### src/spq_pkg.sv
// ----------------------------------------------------------------------------
// spq_pkg
// shared types and codes for the stable sorted-list priority queue
// ----------------------------------------------------------------------------
package spq_pkg;

   localparam int PRI_W    = 4;
   localparam int ID_W     = 32;
   localparam int OCC_W    = 5;
   localparam int STATUS_W = 2;
   localparam int REQ_TDATA_W = 40;
   localparam int RSP_TDATA_W = 48;

   // request kinds
   localparam logic REQ_INSERT = 1'b0;
   localparam logic REQ_REMOVE = 1'b1;

   // result status codes
   localparam logic [STATUS_W-1:0] STATUS_INSERTED = 2'd0;
   localparam logic [STATUS_W-1:0] STATUS_REMOVED  = 2'd1;
   localparam logic [STATUS_W-1:0] STATUS_EMPTY    = 2'd2;
   localparam logic [STATUS_W-1:0] STATUS_FULL     = 2'd3;

   // datapath operations chosen by the controller
   localparam logic [1:0] OP_INSERT = 2'd0;
   localparam logic [1:0] OP_REMOVE = 2'd1;
   localparam logic [1:0] OP_EMPTY  = 2'd2;
   localparam logic [1:0] OP_REFUSE = 2'd3;

   typedef struct packed {
      logic       capture;
      logic       execute;
      logic [1:0] op;
   } spq_cmd_type;

   typedef struct packed {
      logic req_kind;
      logic empty;
      logic full;
   } spq_stat_type;

endpackage

### src/spq_ctrl.sv
// ----------------------------------------------------------------------------
// spq_ctrl
// controller: takes a transaction, picks the operation, runs the result handshake
// ----------------------------------------------------------------------------
module spq_ctrl
   import spq_pkg::*;
(
   input  logic         clock,
   input  logic         reset,
   input  logic         req_tvalid,
   output logic         req_tready,
   output logic         rsp_tvalid,
   input  logic         rsp_tready,
   input  spq_stat_type stat,
   output spq_cmd_type  cmd
);

   localparam logic ST_IDLE = 1'b0;
   localparam logic ST_EXEC = 1'b1;

   logic state_ff, state_in;
   logic rsp_valid_ff, rsp_valid_in;
   logic rsp_free;

   assign rsp_free   = !rsp_valid_ff || rsp_tready;
   assign req_tready = (state_ff == ST_IDLE);
   assign rsp_tvalid = rsp_valid_ff;

   always_comb begin
      state_in     = state_ff;
      rsp_valid_in = rsp_valid_ff && !rsp_tready;
      cmd.capture  = 1'b0;
      cmd.execute  = 1'b0;
      if (stat.req_kind == REQ_INSERT) begin
         cmd.op = stat.full ? OP_REFUSE : OP_INSERT;
      end else begin
         cmd.op = stat.empty ? OP_EMPTY : OP_REMOVE;
      end
      unique case (state_ff)
         ST_IDLE: begin
            if (req_tvalid) begin
               cmd.capture = 1'b1;
               state_in    = ST_EXEC;
            end
         end
         ST_EXEC: begin
            if (rsp_free) begin
               cmd.execute  = 1'b1;
               rsp_valid_in = 1'b1;
               state_in     = ST_IDLE;
            end
         end
         default: state_in = ST_IDLE;
      endcase
   end

   always_ff @(posedge clock) begin
      if (reset) begin
         state_ff     <= ST_IDLE;
         rsp_valid_ff <= 1'b0;
      end else begin
         state_ff     <= state_in;
         rsp_valid_ff <= rsp_valid_in;
      end
   end

endmodule

### src/spq_datapath.sv
// ----------------------------------------------------------------------------
// spq_datapath
// sorted slot array with compare-and-shift cells, entry count, result register
// ----------------------------------------------------------------------------
module spq_datapath
   import spq_pkg::*;
#(
   parameter int QUEUE_DEPTH = 16
) (
   input  logic                   clock,
   input  logic                   reset,
   input  logic [REQ_TDATA_W-1:0] req_tdata,
   input  logic [0:0]             req_tuser,
   input  spq_cmd_type            cmd,
   output spq_stat_type           stat,
   output logic [RSP_TDATA_W-1:0] rsp_tdata,
   output logic [STATUS_W-1:0]    rsp_tuser
);

   localparam int CW = $clog2(QUEUE_DEPTH + 1);
   localparam logic [CW-1:0] FULL_COUNT = CW'(QUEUE_DEPTH);

   logic [PRI_W-1:0] slot_pri_ff [QUEUE_DEPTH];
   logic [ID_W-1:0]  slot_id_ff  [QUEUE_DEPTH];
   logic [CW-1:0]    count_ff, count_in;

   logic             kind_ff;
   logic [PRI_W-1:0] pri_ff;
   logic [ID_W-1:0]  id_ff;

   logic [STATUS_W-1:0] status_ff, status_in;
   logic [ID_W-1:0]     rid_ff, rid_in;
   logic [PRI_W-1:0]    rpri_ff, rpri_in;
   logic [OCC_W-1:0]    occ_ff;

   logic [QUEUE_DEPTH-1:0] gt;
   logic [QUEUE_DEPTH-1:0] move;

   assign stat.req_kind = kind_ff;
   assign stat.empty    = (count_ff == '0);
   assign stat.full     = (count_ff == FULL_COUNT);

   // captured request
   always_ff @(posedge clock) begin
      if (cmd.capture) begin
         kind_ff <= req_tuser[0];
         pri_ff  <= req_tdata[PRI_W-1:0];
         id_ff   <= req_tdata[PRI_W+ID_W-1:PRI_W];
      end
   end

   // per-slot insert decision
   always_comb begin
      for (int i = 0; i < QUEUE_DEPTH; i++) begin
         gt[i]   = (CW'(i) < count_ff) && (slot_pri_ff[i] > pri_ff);
         move[i] = gt[i] || (CW'(i) == count_ff);
      end
   end

   for (genvar i = 0; i < QUEUE_DEPTH; i++) begin : g_slot
      always_ff @(posedge clock) begin
         if (cmd.execute) begin
            if (cmd.op == OP_INSERT && move[i]) begin
               if (i > 0 && gt[(i > 0) ? i - 1 : 0]) begin
                  slot_pri_ff[i] <= slot_pri_ff[(i > 0) ? i - 1 : 0];
                  slot_id_ff[i]  <= slot_id_ff[(i > 0) ? i - 1 : 0];
               end else begin
                  slot_pri_ff[i] <= pri_ff;
                  slot_id_ff[i]  <= id_ff;
               end
            end else if (cmd.op == OP_REMOVE && i < QUEUE_DEPTH - 1) begin
               slot_pri_ff[i] <= slot_pri_ff[(i < QUEUE_DEPTH - 1) ? i + 1 : i];
               slot_id_ff[i]  <= slot_id_ff[(i < QUEUE_DEPTH - 1) ? i + 1 : i];
            end
         end
      end
   end

   always_comb begin
      count_in  = count_ff;
      status_in = STATUS_EMPTY;
      rid_in    = '0;
      rpri_in   = '0;
      case (cmd.op)
         OP_INSERT: begin
            count_in  = count_ff + CW'(1);
            status_in = STATUS_INSERTED;
         end
         OP_REMOVE: begin
            count_in  = count_ff - CW'(1);
            status_in = STATUS_REMOVED;
            rid_in    = slot_id_ff[0];
            rpri_in   = slot_pri_ff[0];
         end
         OP_REFUSE: status_in = STATUS_FULL;
         default:   status_in = STATUS_EMPTY;
      endcase
   end

   always_ff @(posedge clock) begin
      if (reset) begin
         count_ff <= '0;
      end else if (cmd.execute) begin
         count_ff <= count_in;
      end
   end

   always_ff @(posedge clock) begin
      if (cmd.execute) begin
         status_ff <= status_in;
         rid_ff    <= rid_in;
         rpri_ff   <= rpri_in;
         occ_ff    <= OCC_W'(count_in);
      end
   end

   assign rsp_tuser = status_ff;
   assign rsp_tdata = {{(RSP_TDATA_W - ID_W - PRI_W - OCC_W){1'b0}}, occ_ff, rpri_ff, rid_ff};

endmodule

### src/stable_priority_queue.sv
// ----------------------------------------------------------------------------
// stable_priority_queue
// bounded priority queue kept as a sorted list, equal priorities leave in
// arrival order
// ----------------------------------------------------------------------------
// channel | direction | tdata (low bit up)                     | tuser
// req     | in        | entry_priority[3:0], entry_id[35:4]    | req_type[0]
// rsp     | out       | removed_id[31:0], removed_priority     | status[1:0]
//         |           | [35:32], occupancy[40:36]              |
//
// each transaction is first captured, then runs as one compare-and-shift pass
// of all slot cells in parallel that also loads the result register
// a new request is taken while a result still waits on rsp_tready
// a stalled result holds the update pass until the result register frees
// reset clears the entry count and both handshakes, slot contents are kept
// ----------------------------------------------------------------------------
module stable_priority_queue
   import spq_pkg::*;
#(
   parameter int QUEUE_DEPTH = 16
) (
   input  logic                   clock,
   input  logic                   reset,
   input  logic                   req_tvalid,
   output logic                   req_tready,
   input  logic [REQ_TDATA_W-1:0] req_tdata,  // entry_priority, entry_id
   input  logic [0:0]             req_tuser,  // req_type
   output logic                   rsp_tvalid,
   input  logic                   rsp_tready,
   output logic [RSP_TDATA_W-1:0] rsp_tdata,  // removed_id, removed_priority, occupancy
   output logic [STATUS_W-1:0]    rsp_tuser   // status
);

   spq_cmd_type  cmd;
   spq_stat_type stat;

   spq_ctrl u_ctrl (
      .clock      (clock),
      .reset      (reset),
      .req_tvalid (req_tvalid),
      .req_tready (req_tready),
      .rsp_tvalid (rsp_tvalid),
      .rsp_tready (rsp_tready),
      .stat       (stat),
      .cmd        (cmd)
   );

   spq_datapath #(
      .QUEUE_DEPTH (QUEUE_DEPTH)
   ) u_datapath (
      .clock     (clock),
      .reset     (reset),
      .req_tdata (req_tdata),
      .req_tuser (req_tuser),
      .cmd       (cmd),
      .stat      (stat),
      .rsp_tdata (rsp_tdata),
      .rsp_tuser (rsp_tuser)
   );

endmodule

### config.mk
export PLATFORM = sky130hd
export DESIGN_NAME = stable_priority_queue
export DESIGN_NICKNAME = d
export VERILOG_FILES = /design/src/spq_pkg.sv /design/src/spq_ctrl.sv /design/src/spq_datapath.sv /design/src/stable_priority_queue.sv
export SDC_FILE = /design/constraint.sdc
export NUM_CORES = 2
export LEC_CHECK = 0
export ABC_CLOCK_PERIOD_IN_PS = 4700
export BUFFER_PORTS_ARGS = -buffer_cell sky130_fd_sc_hd__buf_2
export CAP_MARGIN = 30
export CORE_MARGIN = 2
export CORE_UTILIZATION = 40
export DETAILED_ROUTE_END_ITERATION = 6
export GPL_TIMING_DRIVEN = 0
export MAX_ROUTING_LAYER = met4
export PLACE_DENSITY_LB_ADDON = 0.15
export SYNTH_ARGS = -nofsm -noshare
export SYNTH_HDL_FRONTEND = slang
export SYNTH_HIERARCHICAL = 1
export SYNTH_SLANG_ARGS = --single-unit
export TNS_END_PERCENT = 30
### constraint.sdc
create_clock -name clock -period 4.7 [get_ports clock]
set_input_delay 0.47 -clock clock [delete_from_list [all_inputs] [get_ports clock]]
set_output_delay 0.47 -clock clock [all_outputs]
set_load 0.005 [all_outputs]
==> out/metrics.csv <==
stage;metric;value;unit
logic_synthesis;Ys Warns;6;
logic_synthesis;Synth Register Bits;663;
final_layout;most frequent cells in the layout;735 x a21oi_1, 656 x edfxtp_1, 478 x nand2_1;
power_and_ir_drop;Pleak;0.0152;uW
final_layout;share of layout cells above drive strength 1;10.7;%
logic_synthesis;Synth Flop Type;edfxtp_1;
clock_network;CTS tree;done;
detailed_routing;Iter 0 DRT Violations;2096;
place;I/O Buffers;85;
global_routing;global-route wire length before repair;147000;um
final_layout;register area;19800;um^2
final_layout;multi-input logic area;12700;um^2
final_layout;most common cell after layout, fill and taps aside;a21oi_1;
power_and_ir_drop;switching power;2930;uW
global_routing;largest net degree at the start of global routing;38;
detailed_routing;Total Wirelength;98400;um
global_routing;initial antenna violation count;0;
detailed_routing;Pre-antenna DRT Iters;5;
logic_synthesis;fraction of registers with async set/reset;0;%
clock_network;Clock transition at path regs;0.06;ns
clock_network;Longest Clk Path Bufs;3;
timing;Final Setup Violations;0;
floorplanning;row count;106;
clock_network;root buffer cell;clkbuf_16;
logic_synthesis;Syn Inst Count;3243;
detailed_routing;DRC violations left;0;
floorplanning;Ports;97;
power_and_ir_drop;Design Power;13000;uW
timing;final worst path period share;98.0;%
floorplanning;Starting Density;40.4;%
timing;Slew Viols, Final;0;
timing;clk_skew;0.0294;ns
floorplanning;die width;295;um
power_and_ir_drop;cell internal pwr;10000;uW
power_and_ir_drop;PD cells;337;nW/um^2
critical_path;CP dominant cell by count;clkbuf_2;
logic_synthesis;Seq/Total Area, Yosys;58.8;%
power_and_ir_drop;Switching Fraction;22.6;%
job;max-cap violation count;0;
clock_network;setup bufs post-CTS;0;
critical_path;Crit Path Class;reg -> reg;
timing;relative slew slack;31.0;%
clock_network;clk_lat worst skew;0.63;ns
critical_path;Largest stage delay, worst path;0.49;ns
critical_path;crit-path cells;clkbuf_2 -> inv_1 -> ha_1 -> nor4b_1 -> nand2b_1 -> nand2_1 -> buf_2 -> nor2b_2 -> and2_1 -> buf_2 -> clkbuf_4 -> clkbuf_2 -> buf_8 -> clkbuf_2 -> o21ai_0;
critical_path;startpoint types;flop;
critical_path;Worst EP arrival;4.91;ns
floorplanning;Die Span Y;295;um
clock_network;Sinks on Clock Net;663;
place;Place WS;-0.755;ns
logic_synthesis;Syn Area/Cell;10.4;um^2
floorplanning;overall die area;86700;um^2
timing;Final WS setup;0.0928;ns
timing;RSZ-0062 raised after global routing;false;
final_layout;P&R area growth vs syn;14.0;%
run_status;outcome;completed;
hold_path;worst hold path class;in -> reg;
critical_path;critical path peak fanout;10;
global_routing;number of global-route vias before repair;23800;
final_layout;fill count;8006;
timing;actual slew at the worst max-slew pin;1.03;ns
detailed_routing;vias;24600;
logic_synthesis;Post-synth EDFFs;656;
global_routing;GRT Overall Usage;23.3;%
timing;Hold Violations, Final;0;
detailed_routing;Vias per Instance;5.35;
place;placed wire-length estimate;77200;um
detailed_routing;Final ANT Viol Nets;0;
floorplanning;core area;83600;um^2
power_and_ir_drop;Logic pwr share;4.8;%
global_routing;GRT overflow;0;
clock_network;CTS Buf Count;79;
clock_network;CTS H-tree depth;3;
critical_path;RR Startpoint;u_datapath/count_ff[1];
power_and_ir_drop;Clk pwr share;43.6;%
hold_path;worst hold start;req_tdata[1];
timing;crit path time final;4.61;ns
critical_path;crit path capture type;flop;
logic_synthesis;synth unique cells;73;
power_and_ir_drop;Sequential Power Share;51.6;%
critical_path;slowest CP cell;dfxtp_1;
place;GP Congestion;0.863;
critical_path;Worst Setup SP;u_datapath/count_ff[1];
final_layout;Final nets;3566;
logic_synthesis;cell area after synthesis;33800;um^2
detailed_routing;WL/cell;21.4;um
power_and_ir_drop;VDD IR max;0.000242;V
critical_path;Required @ worst endpoint;5.01;ns
timing;Max Fclk;217;MHz
[worst paths after layout]
path                                  endpoint  slack (ns)  depth (start not counted)
setup / recovery  u_datapath/slot_pri_ff[0][3]        0.09                         15
setup reg to reg  u_datapath/slot_pri_ff[0][3]        0.09                         15
hold reg to reg                u_ctrl/state_ff        0.51                          2
hold / removal            u_datapath/pri_ff[1]        0.03                          1
[power by group through the flow]
| stage | Sequential [uW] | Clock [uW] | Combinational [uW] |
|---|---|---|---|
| floorplan | 6760 | 0 | 370 |
| global placement | 6810 | 0 | 576 |
| detailed placement | 6810 | 0 | 602 |
| CTS | 6680 | 5790 | 621 |
| global route | 6690 | 6030 | 695 |
| finish | 6690 | 5650 | 627 |
[Yosys cell counts (5+ instances only)]
cell type,n,area share [%]
ha_1,69,2.6
a21oi_1,735,11
nand2b_1,8,0.15
o21ai_0,44,0.65
edfxtp_1,656,58
nand4_1,12,0.22
a22oi_1,9,0.20
nand3_1,10,0.15
buf_6,11,0.37
o21ai_1,50,0.74
mux2i_1,219,6.5
dfxtp_1,7,0.42
nor2_1,443,4.9
a211oi_1,5,0.11
and4_1,5,0.13
nor2b_1,10,0.19
a31oi_1,5,0.093
buf_1,13,0.14
inv_1,32,0.36
or3_1,6,0.11
mux2_2,36,1.2
buf_2,57,0.84
xnor2_1,5,0.13
clkbuf_1,165,1.8
nand2_1,491,5.5
o211ai_1,6,0.13
and2_1,40,0.74
buf_4,18,0.40
[stage by stage]
stage	util, %	setup TNS [ns]	std cells	hold slack [ns]	cell area (um^2)
after floorplan	-	0	3249	0.493	33800
final	46.1	0	4590	0.0348	38500
after CTS	46.0	-0.00633	4588	0.00161	38400
after global routing	46.1	0	4589	0.0152	38500
after detailed placement	42.8	-351.46	4426	0.512	35800
after global placement	42.6	-870.27	4414	0.506	35600
[logic make-up after synthesis]
family / synth area share, %
xor gates and xnor gates: 0.208
and+or+nand+nor: 12.8
AOI/OAI and AO/OA: 13.8
muxes: 7.69
buffers and inverters: 4.18
adders and majority gates: 2.56
other: 0.0111
DFF: 58.8
[critical path, delay by kind of cell, from the launching register on]
kind / cells / cell delay (ns)
simple gates: 5 / 0.97
compound gates: 1 / 0.16
buf+inv: 8 / 2.35
flops: 1 / 0.49
fa+ha+maj: 1 / 0.32
[state kept, by name, summed over array words and instances (netlist names), 2 cells and up]
| name | count |
|---|---|
| u_datapath/slot_pri_ff | 64 |
| u_datapath/rpri_ff | 4 |
| u_datapath/rsp_tuser | 2 |
| u_datapath/pri_ff | 4 |
| u_datapath/occ_ff | 5 |
| u_datapath/slot_id_ff | 512 |
| u_datapath/count_ff | 5 |
| u_datapath/rid_ff | 32 |
| u_datapath/id_ff | 32 |
[what timing repair did]
item                                    in CTS  in global routing
hold buffers                                25                  0
pin swaps                                    1                  0
endpoints found under the setup margin     686                508
resized for setup                           18                 30
hold endpoints to repair                    25                  0
[metal layers]
| metal | vias up | GRT usage (%) | routed length [um] |
|---|---|---|---|
| met5 | - | - | 0 |
| met1 | 11600 | 33.8 | 47300 |
| met3 | 111 | 3.06 | 6910 |
| li1 | 12000 | - | - |
| met2 | 837 | 34.5 | 42200 |
| met4 | 0 | 6.06 | 1970 |
[cell type report]
class | instances | area share (%)
repair buffers | 123 | 2.27
multi-input cells | 2285 | 32.9
flip-flops and latches | 663 | 51.5
well taps | 1080 | 3.51
clock buffers | 101 | 5.46
diodes | 1 | 0.00650
clock inverters | 37 | 0.608
plain buffers | 267 | 3.41
inverters | 33 | 0.322
Note: power is estimated with default switching activity, not from simulation.
